`src/rtl/pcxd_pkg.sv`:
```
package pcxd_pkg;

	localparam int DATA_W  = 8;
	localparam int PIX_W   = 4;
	localparam int RUN_W   = 6;
	localparam int CFG_W   = 16;
	localparam int APB_AW  = 4;
	localparam int APB_DW  = 32;
	localparam int MAX_RUN_DEF = 63;

	localparam logic [1:0] RUN_TAG = 2'b11;

	typedef enum logic [1:0] {
		REG_IMAGE_WIDTH  = 2'd0,
		REG_IMAGE_HEIGHT = 2'd1,
		REG_LINE_BYTES   = 2'd2,
		REG_UNUSED       = 2'd3
	} reg_idx_t;

	typedef enum logic [1:0] {
		ST_IDLE,
		ST_RUN,
		ST_FLUSH
	} state_t;

	typedef struct packed {
		logic [CFG_W-1:0] image_width;
		logic [CFG_W-1:0] image_height;
		logic [CFG_W-1:0] line_bytes;
	} cfg_t;

	typedef struct packed {
		logic accept;
		logic step;
		logic flush;
	} cmd_t;

	typedef struct packed {
		logic out_free;
		logic run_start;
		logic step_end;
	} status_t;

endpackage

```
`src/rtl/pcxd_regs.sv`:
```
module pcxd_regs (
	input  logic                        clk,
	input  logic                        arst_n,
	input  logic                        psel,
	input  logic                        penable,
	input  logic                        pwrite,
	input  logic [pcxd_pkg::APB_AW-1:0] paddr,
	input  logic [pcxd_pkg::APB_DW-1:0] pwdata,
	output logic [pcxd_pkg::APB_DW-1:0] prdata,
	output logic                        pready,
	output pcxd_pkg::cfg_t              cfg
);
	import pcxd_pkg::*;

	cfg_t     cfg_q;
	reg_idx_t idx;
	logic     wr_en;

	assign idx    = reg_idx_t'(paddr[3:2]);
	assign pready = 1'b1;
	assign wr_en  = psel && penable && pwrite && pready;
	assign cfg    = cfg_q;

	always_ff @(posedge clk or negedge arst_n) begin
		if (!arst_n) begin
			cfg_q.image_width  <= CFG_W'(1);
			cfg_q.image_height <= CFG_W'(1);
			cfg_q.line_bytes   <= CFG_W'(1);
		end else if (wr_en) begin
			case (idx)
				REG_IMAGE_WIDTH:  cfg_q.image_width  <= pwdata[CFG_W-1:0];
				REG_IMAGE_HEIGHT: cfg_q.image_height <= pwdata[CFG_W-1:0];
				REG_LINE_BYTES:   cfg_q.line_bytes   <= pwdata[CFG_W-1:0];
				default: ;
			endcase
		end
	end

	always_comb begin
		case (idx)
			REG_IMAGE_WIDTH:  prdata = APB_DW'(cfg_q.image_width);
			REG_IMAGE_HEIGHT: prdata = APB_DW'(cfg_q.image_height);
			REG_LINE_BYTES:   prdata = APB_DW'(cfg_q.line_bytes);
			default:          prdata = '0;
		endcase
	end

endmodule

```
`src/rtl/pcxd_datapath.sv`:
```
module pcxd_datapath #(
	parameter int MAX_RUN = pcxd_pkg::MAX_RUN_DEF
) (
	input  logic                        clk,
	input  logic                        arst_n,
	input  pcxd_pkg::cfg_t              cfg,
	input  pcxd_pkg::cmd_t              cmd,
	output pcxd_pkg::status_t           status,
	input  logic [pcxd_pkg::DATA_W-1:0] data_byte,
	output logic                        out_valid,
	input  logic                        out_stall,
	output logic [pcxd_pkg::PIX_W-1:0]  pixel,
	output logic                        last,
	output logic                        row_end,
	output logic                        image_end
);
	import pcxd_pkg::*;

	logic              expect_q;
	logic              finished_q;
	logic [RUN_W-1:0]  run_len_q;
	logic [RUN_W-1:0]  cnt_q;
	logic [DATA_W-1:0] val_q;
	logic [CFG_W-1:0]  col_q;
	logic [CFG_W-1:0]  row_q;

	logic              hold_v_q;
	logic [PIX_W-1:0]  hold_pix_q;
	logic              hold_re_q;
	logic              hold_ie_q;

	logic              out_v_q;
	logic [PIX_W-1:0]  out_pix_q;
	logic              out_last_q;
	logic              out_re_q;
	logic              out_ie_q;

	logic [CFG_W-1:0]  w;
	logic [CFG_W-1:0]  h;
	logic [CFG_W-1:0]  len_raw;
	logic [CFG_W-1:0]  len;
	logic              out_free;
	logic              is_hdr;
	logic              lit_en;
	logic              dec_en;
	logic [DATA_W-1:0] dec_val;
	logic              made;
	logic              re;
	logic              ie;
	logic [CFG_W:0]    col_inc;
	logic              wrap;
	logic [RUN_W-1:0]  hdr_cnt;

	assign w       = (cfg.image_width == '0) ? CFG_W'(1) : cfg.image_width;
	assign h       = (cfg.image_height == '0) ? CFG_W'(1) : cfg.image_height;
	assign len_raw = (cfg.line_bytes == '0) ? CFG_W'(1) : cfg.line_bytes;
	assign len     = (len_raw < w) ? w : len_raw;

	assign out_free = !out_v_q || !out_stall;
	assign is_hdr   = (data_byte[DATA_W-1:DATA_W-2] == RUN_TAG);
	assign lit_en   = cmd.accept && !finished_q && !expect_q && !is_hdr;
	assign dec_en   = lit_en || cmd.step;
	assign dec_val  = cmd.step ? val_q : data_byte;

	assign made    = (col_q < w);
	assign re      = (col_q == (w - CFG_W'(1)));
	assign ie      = re && (row_q == (h - CFG_W'(1)));
	assign col_inc = {1'b0, col_q} + (CFG_W+1)'(1);
	assign wrap    = (col_inc >= {1'b0, len});

	assign hdr_cnt = (data_byte[RUN_W-1:0] > RUN_W'(MAX_RUN)) ? RUN_W'(MAX_RUN)
		: data_byte[RUN_W-1:0];

	assign status.out_free  = out_free;
	assign status.run_start = !finished_q && expect_q && (run_len_q != '0);
	assign status.step_end  = (cnt_q == RUN_W'(1)) || (made && ie);

	always_ff @(posedge clk or negedge arst_n) begin
		if (!arst_n) begin
			expect_q   <= 1'b0;
			finished_q <= 1'b0;
			run_len_q  <= '0;
			cnt_q      <= '0;
			col_q      <= '0;
			row_q      <= '0;
			hold_v_q   <= 1'b0;
			out_v_q    <= 1'b0;
		end else begin
			if (cmd.accept && !finished_q) begin
				if (expect_q) begin
					expect_q  <= 1'b0;
					cnt_q     <= run_len_q;
					run_len_q <= '0;
				end else if (is_hdr) begin
					expect_q  <= 1'b1;
					run_len_q <= hdr_cnt;
				end
			end
			if (cmd.step) begin
				cnt_q <= cnt_q - RUN_W'(1);
			end
			if (dec_en) begin
				if (made && ie) begin
					finished_q <= 1'b1;
				end
				if (wrap) begin
					col_q <= '0;
					row_q <= row_q + CFG_W'(1);
				end else begin
					col_q <= col_inc[CFG_W-1:0];
				end
			end
			if (cmd.step && made) begin
				hold_v_q <= 1'b1;
			end else if (cmd.flush) begin
				hold_v_q <= 1'b0;
			end
			if ((lit_en && made) || (cmd.step && made && hold_v_q)
				|| (cmd.flush && hold_v_q)) begin
				out_v_q <= 1'b1;
			end else if (out_free) begin
				out_v_q <= 1'b0;
			end
		end
	end

	always_ff @(posedge clk) begin
		if (cmd.accept && expect_q) begin
			val_q <= data_byte;
		end
		if (cmd.step && made) begin
			hold_pix_q <= dec_val[PIX_W-1:0];
			hold_re_q  <= re;
			hold_ie_q  <= ie;
		end
		if (lit_en && made) begin
			out_pix_q  <= dec_val[PIX_W-1:0];
			out_last_q <= 1'b1;
			out_re_q   <= re;
			out_ie_q   <= ie;
		end else if ((cmd.step && made && hold_v_q) || (cmd.flush && hold_v_q)) begin
			out_pix_q  <= hold_pix_q;
			out_last_q <= cmd.flush;
			out_re_q   <= hold_re_q;
			out_ie_q   <= hold_ie_q;
		end
	end

	assign out_valid = out_v_q;
	assign pixel     = out_pix_q;
	assign last      = out_last_q;
	assign row_end   = out_re_q;
	assign image_end = out_ie_q;

`ifndef SYNTHESIS
	a_step_needs_room: assert property (@(posedge clk) disable iff (!arst_n)
		(cmd.step || cmd.flush) |-> out_free)
		else $error("run step or flush issued while the output word is blocked");

	a_step_count: assert property (@(posedge clk) disable iff (!arst_n)
		cmd.step |-> (cnt_q != '0))
		else $error("run step issued with no repeats left");

	a_finished_sticky: assert property (@(posedge clk) disable iff (!arst_n)
		finished_q |=> finished_q)
		else $error("image completion flag cleared without reset");

	a_image_end_done: assert property (@(posedge clk) disable iff (!arst_n)
		(out_v_q && out_ie_q) |-> finished_q)
		else $error("image end word shown before the image is marked complete");
`endif

endmodule

```
`src/rtl/pcxd_ctrl.sv`:
```
module pcxd_ctrl (
	input  logic                clk,
	input  logic                arst_n,
	input  logic                in_valid,
	output logic                in_stall,
	input  pcxd_pkg::status_t   status,
	output pcxd_pkg::cmd_t      cmd
);
	import pcxd_pkg::*;

	state_t state_q;
	state_t state_d;

	always_ff @(posedge clk or negedge arst_n) begin
		if (!arst_n) begin
			state_q <= ST_IDLE;
		end else begin
			state_q <= state_d;
		end
	end

	always_comb begin
		state_d    = state_q;
		in_stall   = 1'b1;
		cmd.accept = 1'b0;
		cmd.step   = 1'b0;
		cmd.flush  = 1'b0;
		case (state_q)
			ST_IDLE: begin
				in_stall   = !status.out_free;
				cmd.accept = in_valid && status.out_free;
				if (cmd.accept && status.run_start) begin
					state_d = ST_RUN;
				end
			end
			ST_RUN: begin
				cmd.step = status.out_free;
				if (cmd.step && status.step_end) begin
					state_d = ST_FLUSH;
				end
			end
			ST_FLUSH: begin
				cmd.flush = status.out_free;
				if (cmd.flush) begin
					state_d = ST_IDLE;
				end
			end
			default: begin
				state_d = ST_IDLE;
			end
		endcase
	end

endmodule

```
`src/rtl/pcx_rle_pixel_decoder_unit.sv`:
```
// Channel   Direction  Handshake             Payload
// input     in         in_valid / in_stall   data_byte[7:0]
// output    out        out_valid / out_stall pixel[3:0], last, row_end, image_end
// config    in         APB write, pready=1   image_width, image_height, line_bytes
//
// A literal or header byte is accepted directly in the idle state. A run value byte is
// accepted, then the run sequencer steps once per repeat and closes with a flush step.
// The column and row counters step once per literal byte and once per run repeat.
// Reset clears the decoder state and sets every config register to 1.
// A stalled output word holds the run sequencer and the input side.
module pcx_rle_pixel_decoder_unit #(
	parameter int MAX_RUN = pcxd_pkg::MAX_RUN_DEF
) (
	input  logic                        clk,
	input  logic                        arst_n,
	input  logic                        psel,
	input  logic                        penable,
	input  logic                        pwrite,
	input  logic [pcxd_pkg::APB_AW-1:0] paddr,
	input  logic [pcxd_pkg::APB_DW-1:0] pwdata,
	output logic [pcxd_pkg::APB_DW-1:0] prdata,
	output logic                        pready,
	input  logic                        in_valid,
	output logic                        in_stall,
	input  logic [pcxd_pkg::DATA_W-1:0] data_byte,
	output logic                        out_valid,
	input  logic                        out_stall,
	output logic [pcxd_pkg::PIX_W-1:0]  pixel,
	output logic                        last,
	output logic                        row_end,
	output logic                        image_end
);
	import pcxd_pkg::*;

	cfg_t    cfg;
	cmd_t    cmd;
	status_t status;

	pcxd_regs u_regs (
		.clk     (clk),
		.arst_n  (arst_n),
		.psel    (psel),
		.penable (penable),
		.pwrite  (pwrite),
		.paddr   (paddr),
		.pwdata  (pwdata),
		.prdata  (prdata),
		.pready  (pready),
		.cfg     (cfg)
	);

	pcxd_ctrl u_ctrl (
		.clk      (clk),
		.arst_n   (arst_n),
		.in_valid (in_valid),
		.in_stall (in_stall),
		.status   (status),
		.cmd      (cmd)
	);

	pcxd_datapath #(
		.MAX_RUN (MAX_RUN)
	) u_datapath (
		.clk       (clk),
		.arst_n    (arst_n),
		.cfg       (cfg),
		.cmd       (cmd),
		.status    (status),
		.data_byte (data_byte),
		.out_valid (out_valid),
		.out_stall (out_stall),
		.pixel     (pixel),
		.last      (last),
		.row_end   (row_end),
		.image_end (image_end)
	);

endmodule
```
`config.mk`:
```
export PLATFORM = sky130hd
export DESIGN_NAME = pcx_rle_pixel_decoder_unit
export DESIGN_NICKNAME = d
export VERILOG_FILES = /design/src/rtl/pcxd_pkg.sv /design/src/rtl/pcxd_regs.sv /design/src/rtl/pcxd_datapath.sv /design/src/rtl/pcxd_ctrl.sv /design/src/rtl/pcx_rle_pixel_decoder_unit.sv
export SDC_FILE = /design/constraint.sdc
export NUM_CORES = 1
export LEC_CHECK = 0
export ABC_AREA = 1
export BUFFER_PORTS_ARGS = -buffer_cell sky130_fd_sc_hd__buf_2
export CAP_MARGIN = 20
export CELL_PAD_IN_SITES_DETAIL_PLACEMENT = 0
export CELL_PAD_IN_SITES_GLOBAL_PLACEMENT = 2
export CORE_ASPECT_RATIO = 0.5
export CORE_UTILIZATION = 37
export DETAILED_ROUTE_END_ITERATION = 10
export PLACE_DENSITY_LB_ADDON = 0.1
export SLEW_MARGIN = 30
export SYNTH_ARGS = -nofsm -noshare
export SYNTH_HDL_FRONTEND = slang
export SYNTH_SLANG_ARGS = --single-unit
export TNS_END_PERCENT = 1
```
`constraint.sdc`:
```
create_clock -name clk -period 8.8 [get_ports clk]
set_input_delay 1.76 -clock clk [delete_from_list [all_inputs] [get_ports clk]]
set_output_delay 1.76 -clock clk [all_outputs]
set_load 0.02 [all_outputs]
```
Word-level counts from Yosys, hierarchy flattened

Cells that the tools add are included.

Div/mod/pow operators: 0
$lt $le $gt $ge: 4
Eq/ne operators: 11
Shift-type cells: 0
Bitwise gates (word level): 0
Multiply operators: 0
Multiplexer cells: 33
Add/subtract/negate cells: 5
Reductions and logical operators: 49

Operator list:

| operator              | count |
|---|---|
| $mux 16               | 5 |
| $logic_not 16->1      | 3 |
| $pmux 16 s3           | 1 |
| $mux 6                | 6 |
| $eq 16x16->1          | 2 |
| $lt 16x16->1          | 2 |
| $sub 16x1->16 const B | 2 |
| $add 16x1->17 const B | 1 |
| $ge 17x16->1          | 1 |
| $logic_and 1x1->1     | 17 |
| $add 16x1->16 const B | 1 |
| $mux 1                | 14 |
| $reduce_and 2->1      | 7 |
| $mux 4                | 3 |
| $reduce_bool 2->1     | 6 |
| $eq 2x2->1 const B    | 3 |
| $eq 6x1->1 const B    | 1 |
| $gt 6x6->1 const B    | 1 |
| $logic_not 1->1       | 6 |
| $logic_or 1x1->1      | 6 |
| $mux 2                | 3 |
| $ne 2x1->1 const B    | 3 |
| $pmux 2 s3            | 1 |
| $reduce_bool 6->1     | 1 |
| other kinds (4)       | 6 |

Memories kept: 0
Output and inout bits: 42
Logic and storage cells: 122
Memory bits (writable): 0
Bits in registers: 115
Bits of input ports: 51
Latch bits: 0
Memory bits (read-only): 0

Depth between registers and ports, before layout

Gate-level depths: netlist of the first run.

Depth after elaboration: 11
Mapped depth: 34
Depth with buffers taken out: 31

Modules after synthesis

Synthesis of the first run repeated with hierarchy kept, for this count alone.

Cell total of the unflattened synthesis: 1304
Area, all modules: 9078.7 µm²

Modules (own cells, without submodules):

| module        | area each (µm²) | sequential area each (µm²) | cells an instance | instances |
|---|---|---|---|---|
| pcxd_datapath | 6525.0          | 1701.6                     | 982               | 1 |
| pcxd_regs     | 2409.8          | 1204.9                     | 302               | 1 |
| pcxd_ctrl     | 143.9           | 50.0                       | 20                | 1 |

Worst setup path before layout of the first run

Ideal clock, no wire load.

Path kind: input port to output port
Start point: in paddr[3] in the netlist's numbering
End point: out prdata[11] in the netlist's numbering
Stages on the path: 4
Data required time: 7040 ps
Buffers on the path: 1
Arrival: 2647 ps
Path slack: 4393 ps
Path through: nor2_1 > clkbuf_1 > nand2_1 > o211ai_1

Word-level cells in the longest chain between the ends: 2
Elaborated cells between the ends (all ways): 4
Classes of those cells: 2 x eq/ne; 1 x mux; 1 x reduce/logical

RTL lines:

| item                                     | RTL line                         | RTL |
|---|---|---|
| start, declared                          | pcx_rle_pixel_decoder_unit.sv:19 | `input logic [pcxd_pkg::APB_AW-1:0] paddr,` |
| $eq 2x2->1, or another cell as far along | pcxd_regs.sv:40                  | `case (idx)` |
| $pmux 16 s3 (*)                          | pcxd_regs.sv:40                  |  |
| end, declared                            | pcx_rle_pixel_decoder_unit.sv:21 | `output logic [pcxd_pkg::APB_DW-1:0] prdata,` |

Every way passes the cells marked *; elsewhere a longest branch is shown, timed or not.

Worst setup path after layout of the first run

Start point: in paddr[3] in the netlist's numbering
End point: out prdata[14] in the netlist's numbering

The elaborated chain is that of the path after synthesis.

==> results by group, run 1 <==
Synthesis
  – Post-synth cell types: between 50 and 60
  – Main combinational cell family by area after synthesis: simple AND/OR/NAND/NOR gates
  – Compound-Gate Fraction of Synth Area: about 11%
  – Number of synthesized flops with an enable pin: 16
  – Register area share after synthesis: between 30% and 40%
  – Synthesis-stage register bit count: 115
  – Post-synthesis simple-gate area fraction: between 20 and 30%
  – Post-Syn Area: around 8400 µm²
  – Async SR Flop Fraction: between 80% and 90%
  – Synth Area in Adders: 7.88%
  – Post-synthesis xor/xnor area fraction: under 10%
  – Synth Instances: roughly 1200
  – Mean Syn Cell Area: 7.25 µm²
  – Commonest register cell after synthesis: dfrtp_1
  – Mux cell area share after synthesis: 0%
  – Ys Warns: 0

Setup path
  – Crit start category: input pin
  – CP delay by family, top: buffers and inverters
  – CP cell instances: buf_2 -> inv_1 -> nand2_1 -> clkinv_1 -> nand2_1 -> o211ai_1 -> buf_2
  – Req. time, crit path: 7040 ps
  – Peak fanout along the critical path: 9
  – Crit path buf inv count: 4
  – Critical path arrival: 3180 ps
  – Crit. End Element: output pin
  – Crit-path slowest cell: clkinv_1
  – CP peak stage delay: approximately 440 ps
  – Critical path class: in -> out

GRT
  – Total track usage: between 20% and 30%
  – Global-route wire length before repair: 41.6 mm
  – Number of global-route vias before repair: 7139
  – Pin count of the biggest net entering global routing: 65
  – GRT overflow: 0
  – Initial antenna violation count: 0

Routing
  – Routed WL per cell: 17.5 µm
  – Iter 0 DRT Violations: 539
  – Routed WL: 26.5 mm
  – DR vias/cell: 4.99
  – ANT nets after route: 0
  – Vias: between 7000 and 8000
  – First drt pass iteration count: 5
  – Remaining DRCs: 0

Placement
  – RePlAce Congestion: roughly 0.89
  – Detailed Place HPWL: approximately 21 mm
  – Port bufs: 57

Cells and area
  – Fin nets: 1302
  – Reg area: ~3000 µm²
  – Share of layout cells above drive strength 1: 12.1%
  – P&R area growth vs syn: 12.1%
  – Filler cell count: between 2000 and 2500
  – Multi-input gate area: 4610 µm²
  – Most frequent cells in the layout: nand2_1, inv_1, dfrtp_1, nor2_1, o21ai_0
  – Most common cell after layout, fill and taps aside: nand2_1
  – Antenna diode count: 0

Floorplanning
  – Die X: about 220 µm
  – Die area: roughly 23000 µm²
  – Starting density of the core: between 30% and 40%
  – Die height: around 110 µm
  – # rows: 38
  – Placeable Area: 22000 µm²
  – IO Pins: 93

Timing
  – Slew HR: about 57%
  – Final min period: about 4900 ps
  – Setup_tns: 0 ps
  – Fin crit share: a little under three fifths
  – Final Skew: 8.99 ps
  – F_max: around 200 MHz
  – Worst Tran Pin Value: 649 ps
  – Final Max Tran Viols: 0
  – Fin. Hold Viols: 0
  – RSZ-0062 raised after global routing: no
  – Final setup vio count: 0

Flow run
  – Max-cap viol count: 0

Run status
  – Outcome: finished clean

Clock tree
  – Hold buffer count at CTS: 0
  – # resized after CTS: 0
  – Buffer count from post-CTS setup fixing: 0
  – Clock transition at path regs: roughly 60 ps
  – CTS Buffer Depth: 2
  – Clock latency on the worst-skew pair: about 440 ps
  – CTS tree: done
  – Root buf cell: clkbuf_16
  – H-Tree Level Count: 4
  – CTS sink cnt: between 100 and 150
  – TritonCTS Buffers: 17

Power and ir drop
  – Tot Pwr: 0.00209 W
  – Power per cell area: around 220 nW/µm²
  – VDD IR-drop max: 96.1 µV
  – Leak: approximately 4.8 nW

Hold path
  – Hold crit path type: reg -> reg
## per-layer routing
metal / vias to the layer above / GRT usage, % / wire (µm)
met2: 154 / 36.4 / 11400
met1: 3540 / 34.5 / 13500
met5: - / 0 / 0
met3: 23 / 4.63 / 1150
li1: 3816 / - / -
met4: 0 / 6.33 / 333
## synthesized netlist by cell type (3+ instances only)
master      n  share of area, %
a21oi_1    26               1.5
and3_1      3              0.22
buf_2       5              0.30
buf_4      18               1.6
clkbuf_1   30               1.3
dfrtp_1    95                28
dfstp_2     3              0.94
edfxtp_1   16               5.7
ha_1       53               7.9
inv_1     137               6.1
inv_2      23               1.0
nand2_1   329                15
nand2_2     4              0.30
nand2_4     5              0.67
nand3_1    60               3.6
nand4_1    24               1.8
nor2_1     84               3.7
nor2_2      9              0.67
nor3_1     13              0.77
nor3_2      4              0.48
nor4_1      8              0.60
o211ai_1   13               1.2
o21ai_0    69               4.1
o21ai_1    21               1.2
o221ai_1   11               1.1
o22ai_1     7              0.52
xnor2_1    16               1.7
xor2_1     42               4.4
## worst register-to-register path: stages, from the launching register on
cell and delay, ps:
dfrtp_1 490, inv_1 150, ha_1 330, a21oi_1 150
nor2_1 50, a211oi_1 260, o221a_2 540, nand2_4 230
nand2_1 110, nand2_1 100, ha_1 300, a21oi_1 150
nor2_1 60, nor2_1 70, o311ai_0 170, a21oi_1 190
nor2_1 60, o21bai_1 120, nand2_1 60, nand2_1 70
nand2_2 120, nor2_2 540, nand2_1 120, o21ai_1 110
## through the flow
step,instance area [µm²],hold WS [ps],setup slack [ps],instances,util (%)
6_report,9430,454,3860,1511,42.9
5_1_grt,9430,492,3760,1511,42.9
4_1_cts,9420,459,3880,1511,42.9
3_5_place_dp,8850,450,3890,1479,40.3
3_3_place_gp,8850,432,3920,1479,40.3
2_1_floorplan,8470,445,4390,1175,-
## registers in the layout (all words and copies together), names as in the netlist
signal,cells
u_datapath.cnt_q,6
u_datapath.row_q,16
u_datapath.expect_q,1
u_datapath.hold_ie_q,1
u_ctrl.state_q,2
u_datapath.out_valid,1
u_datapath.hold_pix_q,4
u_datapath.val_q,4
u_datapath.image_end,1
u_datapath.row_end,1
u_datapath.hold_re_q,1
u_datapath.hold_v_q,1
u_datapath.pixel,4
u_datapath.last,1
u_regs.cfg,48
u_datapath.col_q,16
u_datapath.run_len_q,6
u_datapath.finished_q,1
## kinds of logic after synthesis
kind of cell	after synthesis
and+or+nand+nor	555
buffers and inverters	217
AOI/OAI and AO/OA	159
DFF	115
xor gates and xnor gates	59
adders and majority gates	53
other	2
## worst paths after layout
kind	start	to	slack [ps]	cells after the start
min reg2reg	u_datapath.last	u_datapath.last	450	2
min in group asynchronous	arst_n	u_datapath.expect_q	1290	1
max in group asynchronous	arst_n	u_regs.cfg[42]	6510	2
max	paddr[3]	prdata[14]	3860	7
max reg2reg	u_regs.cfg[41]	u_datapath.col_q[14]	4180	23
min	u_datapath.last	u_datapath.last	450	2
## power breakdown
| part | leakage [nW] | internal [W] | total [W] | switching, W |
|---|---|---|---|---|
| sequential | 1.30 | 0.000587 | 0.000681 | 0.0000944 |
| combinational | 3.21 | 0.000246 | 0.000716 | 0.000470 |
| clock | 0.267 | 0.000416 | 0.000691 | 0.000275 |
| total | 4.78 | 0.00125 | 0.00209 | 0.000840 |
## layout make-up
type / instances / share of cell area, %
sequential: 115 / 31.4
clock inverter: 12 / 1.41
inverter: 162 / 6.46
multi-input combinational: 843 / 48.9
timing repair buffer: 59 / 3.25
tap: 300 / 3.98
clock buffer: 20 / 4.63
No activity file was read; power rests on OpenSTA's default activity.
==> run 2: changes to the inputs <==
Settings changed: CORE_UTILIZATION 37 to 34.
Clock period 8.8 ns to 4.8 ns, I/O delays scaled along.
==> results by group, run 2 (synthesis results as in run 1) <==
Routing
  – Routed WL: 26.5 mm
  – First drt pass iteration count: 5
  – Routed WL per cell: 17.0 µm
  – ANT nets after route: 0
  – Vias: 7590
  – Remaining DRCs: 0
  – Iter 0 DRT Violations: about 440
  – DR vias/cell: 4.87

GRT
  – Global-route wire length before repair: ~42 mm
  – Number of global-route vias before repair: slightly above 7000
  – Total track usage: 22.0%
  – Initial antenna violation count: 0
  – GRT overflow: 0
  – Pin count of the biggest net entering global routing: 59

Power and ir drop
  – Leak: slightly below 5 nW
  – Power per cell area: 418 nW/µm²
  – Switching part of the total: 37.3%
  – Psw: 0.00150 W
  – VDD IR-drop max: roughly 260 µV
  – Logic pwr share: between 30% and 40%
  – Sequential Power Share: between 20% and 30%
  – Clk pwr share: a little over a third
  – Internal Power: between 0.002 and 0.003 W

Clock tree
  – Hold buffer count at CTS: 0
  – CTS Buffer Depth: 2
  – Buffer count from post-CTS setup fixing: 0
  – TritonCTS Buffers: 17
  – # resized after CTS: 0
  – Clock latency on the worst-skew pair: around 440 ps
  – Clock transition at path regs: 60 ps
  – CTS sink cnt: 115
  – CTS tree: done
  – H-Tree Level Count: 4
  – Root buf cell: clkbuf_16

Setup path
  – Crit path buf inv count: 2
  – Reg2reg start: u_regs.cfg[43]
  – Peak fanout along the critical path: 17
  – Critical path arrival: approximately 4600 ps
  – Crit start category: flop
  – CP peak stage delay: around 480 ps
  – Req. time, crit path: about 5200 ps
  – Reg2Reg Capture Point: u_datapath.col_q[1]
  – Crit-path slowest cell: dfrtp_1
  – Cell repeated most along the worst path: nand2_1
  – Critical path class: reg -> reg
  – R2R Setup Slk: approximately 580 ps
  – CP delay by family, top: simple AND/OR/NAND/NOR gates
  – Worst R2R Path Depth: 31
  – Crit. End Element: flop

Floorplanning
  – IO Pins: 93
  – Die area: 25400 µm²
  – Die X: approximately 220 µm
  – Die height: between 100 and 150 µm
  – Starting density of the core: between 30% and 40%
  – Placeable Area: approximately 24000 µm²
  – # rows: 40

Timing
  – Final Max Tran Viols: 0
  – Fin crit share: 87.9%
  – Final setup vio count: 0
  – Worst Tran Pin Value: approximately 800 ps
  – RSZ-0062 raised after global routing: no
  – Final Skew: ~9.8 ps
  – Setup_tns: 0 ps
  – Post-route setup slack: around 580 ps
  – Fin. Hold Viols: 0
  – Final min period: roughly 4200 ps
  – F_max: 237 MHz
  – Slew HR: a little under half

Run status
  – Outcome: finished clean

Cells and area
  – Final Non-Filler Cells: around 1600
  – Largest register FFs: 48
  – P&R area growth vs syn: 14.9%
  – Share of layout cells above drive strength 1: between 10% and 20%
  – Most frequent cells in the layout: nand2_1, inv_1, dfrtp_1, nor2_1, o21ai_0
  – Post-route cell area: 9660 µm²
  – Fin nets: roughly 1300
  – Most common cell after layout, fill and taps aside: nand2_1
  – Antenna diode count: 0

Placement
  – Placed inst area: 8980 µm²
  – Placed insts: between 1500 and 2000
  – Detailed Place HPWL: 21.4 mm
  – RePlAce Congestion: between 0.8 and 0.9
  – Port bufs: 57
  – Setup WS pre-CTS: ~380 ps

Flow run
  – Max-cap viol count: 0

Hold path
  – Hold crit path type: in -> async
-- run 2: cell count changes in the layout (fill, tap and decap cells not counted), sizes merged --
cell / delta
buf: +11
bufinv: +3
clkbuf: +1
clkinv: -2
clkinvlp: -2
-- run 2: area by class of cell --
cell class	instances	area, µm²
multi-input cells	843	4610
flip-flops and latches	115	2960
clock buffers	21	482
fillers	2565	14500
inverters	162	611
repair buffers	70	385
clock inverters	11	196
well taps	336	420
-- run 2: layer usage --
layer / global-route usage [%] / wire [µm] / vias up
met2: 34.6 / 11800 / 128
met5: 0 / 0 / -
li1: - / - / 3841
met1: 30.3 / 13300 / 3589
met3: 4.52 / 933 / 32
met4: 6.35 / 478 / 0
-- run 2: power groups by stage --
stage / combinational, W / sequential [W] / clock, W
finish: 0.00135 / 0.00121 / 0.00147
global placement: 0.00134 / 0.00122 / 0
global route: 0.00154 / 0.00122 / 0.00155
CTS: 0.00136 / 0.00121 / 0.00151
detailed placement: 0.00136 / 0.00122 / 0
floorplan: 0.000991 / 0.00118 / 0
-- run 2: worst reg2reg max path: cells and delay by family, from the launching register on --
kind	cells	cell delay, ps
AOI/OAI and AO/OA	6	830
and+or+nand+nor	22	2230
DFF	1	480
adders and majority gates	1	300
buffers and inverters	2	290
-- run 2: worst max-delay path by stage --
stage                               from                  end  slack (ps)  cells past startpoint
after floorplan           u_regs.cfg[41]  u_datapath.col_q[3]        1250                     25
after global placement    u_regs.cfg[43]  u_datapath.row_q[8]         420                     31
after detailed placement  u_regs.cfg[12]  u_datapath.row_q[8]         380                     28
final                     u_regs.cfg[43]  u_datapath.col_q[1]         580                     31
after CTS                 u_regs.cfg[12]  u_datapath.row_q[8]         360                     28
after global routing      u_regs.cfg[43]  u_datapath.col_q[6]         140                     31
-- run 2: through the flow --
| step | util [%] | total power, W | hold slack, ps |
|---|---|---|---|
| floorplan | - | 0.00217 | 445 |
| global route | 40.1 | 0.00432 | 359 |
| finish | 40.1 | 0.00403 | 370 |
| global placement | 37.2 | 0.00256 | 439 |
| detailed placement | 37.2 | 0.00258 | 452 |
| CTS | 40.0 | 0.00407 | 352 |
==> run 3: changes to the inputs <==
Settings changed: ABC_AREA 1 to unset, CORE_UTILIZATION 34 to 37, GPL_ROUTABILITY_DRIVEN set to 0.
==> results by group, run 3 <==
Placement
  – Detailed Place HPWL: 17.3 mm
  – Placed insts: around 1200
  – Placed inst area: 8590 µm²
  – Setup WS pre-CTS: 54.0 ps
  – Port bufs: 57

Floorplanning
  – IO Pins: 93
  – Placeable Area: between 20000 and 25000 µm²
  – Die X: approximately 210 µm
  – # rows: 37
  – Starting density of the core: 38.3%
  – Die height: about 110 µm
  – Die area: about 22000 µm²

Synthesis
  – Post-synth cell types: between 60 and 70
  – Commonest register cell after synthesis: dfrtp_1
  – Async SR Flop Fraction: a little under nine tenths
  – Post-synth top area cell: dfrtp_1
  – Number of synthesized flops with an enable pin: 16
  – Register area share after synthesis: between 30 and 40%
  – Post-Syn Area: 7980 µm²
  – Mean Syn Cell Area: 9.25 µm²
  – Post-synth top area share: slightly below 30%
  – Post-synth top cells: nand2_1, dfrtp_1, o21ai_0
  – Synth Instances: 863
  – Dominant cells by area after synthesis: dfrtp_1, ha_1, edfxtp_1
  – Ys Warns: 0
  – Most frequent cell after synthesis: nand2_1
  – Synthesis-stage register bit count: ~120

Routing
  – Routed WL per cell: 19.1 µm
  – Remaining DRCs: 0
  – Iter 0 DRT Violations: roughly 350
  – Routed WL: 22.9 mm
  – ANT nets after route: 0
  – Vias: 6433
  – First drt pass iteration count: 5
  – DR vias/cell: 5.36

Clock tree
  – Hold buffer count at CTS: 0
  – Clock transition at path regs: ~60 ps
  – Clock latency on the worst-skew pair: ~430 ps
  – H-Tree Level Count: 4
  – CTS tree: done
  – Root buf cell: clkbuf_16
  – TritonCTS Buffers: 17
  – CTS sink cnt: 115
  – CTS Buffer Depth: 2

Hold path
  – Cells on Worst Hold Path: 1
  – Hold_sp: u_datapath.last
  – Hold crit path type: reg -> reg
  – Worst Hold End: u_datapath.last

Cells and area
  – Most common cell after layout, fill and taps aside: nand2_1
  – Most frequent cells in the layout: nand2_1, dfrtp_1, o21ai_0, buf_2, ha_1
  – Largest register FFs: 48
  – Final Non-Filler Cells: around 1200
  – Fin nets: 1019
  – Post-route cell area: slightly above 9000 µm²
  – Share of layout cells above drive strength 1: about a fifth
  – P&R area growth vs syn: 16.1%
  – Antenna diode count: 0

Timing
  – Slew HR: ~47%
  – Fin crit share: a little over nine tenths
  – Final setup vio count: 0
  – Final min period: between 4000 and 5000 ps
  – Fin. Hold Viols: 0
  – Worst Tran Pin Value: 798 ps
  – F_max: between 200 and 250 MHz
  – Final Max Tran Viols: 0
  – Hold WS: around 450 ps
  – Final Skew: 12.5 ps
  – Post-route setup slack: 220 ps
  – RSZ-0062 raised after global routing: yes

Power and ir drop
  – VDD IR-drop max: about 210 µV
  – Tot Pwr: roughly 0.0050 W
  – Leak: between 4 and 5 nW
  – Power per cell area: roughly 540 nW/µm²

Setup path
  – Reg2Reg Capture Point: u_datapath.row_q[7]
  – Cell repeated most along the worst path: a21oi_1
  – Peak fanout along the critical path: 16
  – Crit start category: flop
  – CP cell instances: or4_4 -> nor3_4 -> a31oi_2 -> inv_1 -> a21oi_1 -> o31ai_2 -> nand2_1 -> a211o_4 -> buf_4 -> mux2i_2 -> ha_1 -> a21o_1 -> a21oi_1 -> nor2b_1 -> o31a_1 -> o31ai_2 -> buf_4 -> a21oi_1 -> buf_6 -> and4_1 -> xnor2_1
  – Critical path arrival: between 4000 and 5000 ps
  – Worst R2R Path Depth: 21
  – Critical path class: reg -> reg
  – Crit path buf inv count: 4
  – Crit. End Element: flop
  – Reg2reg start: u_regs.cfg[35]
  – Crit-path slowest cell: or4_4
  – CP delay by family, top: compound AO/OA/AOI/OAI gates
  – CP peak stage delay: ~570 ps
  – Req. time, crit path: between 5000 and 6000 ps
  – R2R Setup Slk: roughly 220 ps

Run status
  – Outcome: finished clean

GRT
  – Number of global-route vias before repair: between 6000 and 7000
  – Total track usage: a little over a fifth
  – Global-route wire length before repair: 36.6 mm
  – Pin count of the biggest net entering global routing: 75
  – GRT overflow: 0
  – Initial antenna violation count: 0

Flow run
  – Max-cap viol count: 0
run 3: cell count changes in the layout (fill, tap and decap cells not counted), sizes merged, moves of 25 or more:
| cell | previous run | this run |
|---|---|---|
| inv | 162 | 27 |
| mux2i | 0 | 32 |
| o21ai | 90 | 65 |
| nand2 | 338 | 113 |
| mux2 | 0 | 41 |
| nor2 | 95 | 35 |
| nand3 | 61 | 26 |
| xnor2 | 16 | 47 |
run 3: repair_timing:
action	in CTS	in global routing
setup endpoints to repair	0	19
gates resized for setup	0	10
buffers inserted	0	1
run 3: worst register-to-register path: stages, from the launching register on:
cell and delay, ps:
dfrtp_1 370, or4_4 570, nor3_4 200, a31oi_2 120
inv_1 100, a21oi_1 70, o31ai_2 210, nand2_1 130
a211o_4 400, buf_4 190, mux2i_2 220, ha_1 290
a21o_1 160, a21oi_1 130, nor2b_1 50, o31a_1 250
o31ai_2 220, buf_4 170, a21oi_1 90, buf_6 180
and4_1 220, xnor2_1 120
run 3: where the power goes:
part / internal, W / total [W] / switching [W]
Sequential: 0.00126 / 0.00161 / 0.000354
Clock: 0.000897 / 0.00139 / 0.000491
Combinational: 0.000881 / 0.00200 / 0.00112
Total: 0.00303 / 0.00500 / 0.00196
run 3: worst max-delay path by stage:
| stage | from | to | cells after the start |
|---|---|---|---|
| finish | u_regs.cfg[35] | u_datapath.row_q[7] | 21 |
| global route | u_regs.cfg[35] | u_datapath.row_q[7] | 21 |
| CTS | u_regs.cfg[41] | u_datapath.row_q[7] | 21 |
| global placement | u_regs.cfg[41] | u_datapath.row_q[7] | 21 |
| detailed placement | u_regs.cfg[41] | u_datapath.row_q[7] | 21 |
| floorplan | u_regs.cfg[41] | u_datapath.row_q[12] | 22 |
run 3: final cells by class:
class	instances	area [µm²]
clock buffers	23	468
clock inverters	9	155
fillers	2031	11600
inverters	27	101
multi-input cells	660	4660
flip-flops and latches	115	2960
well taps	273	342
repair buffers	94	586
run 3: layer usage:
layer  wire [µm]  vias to the layer above  global-route usage (%)
met1       12000                     3160                    32.2
li1            -                     3162                       -
met3         587                       28                    3.67
met5           0                        -                       0
met2        9970                       83                    32.3
met4         353                        0                    6.83
run 3: stage by stage:
step	util (%)	setup TNS, ps
after floorplan	-	0
after global placement	41.2	0
after detailed placement	41.3	0
after CTS	44.2	0
after global routing	44.5	-16.6
final	44.5	0
run 3: cells by family (layout without fill, tap and decap cells):
| logic type | Yosys count | count (layout) | share of synthesized area [%] |
|---|---|---|---|
| AND/OR/NAND/NOR | 295 | 295 | 19.1 |
| AO/OA/AOI/OAI | 152 | 152 | 12.0 |
| flip-flops | 115 | 115 | 37.0 |
| buffers and inverters | 103 | 153 | 6.06 |
| multiplexers | 73 | 73 | 9.79 |
| XOR/XNOR | 70 | 70 | 7.68 |
| adder cells (fa/ha/maj) | 53 | 53 | 8.31 |
| other | 2 | 17 | 0.0941 |
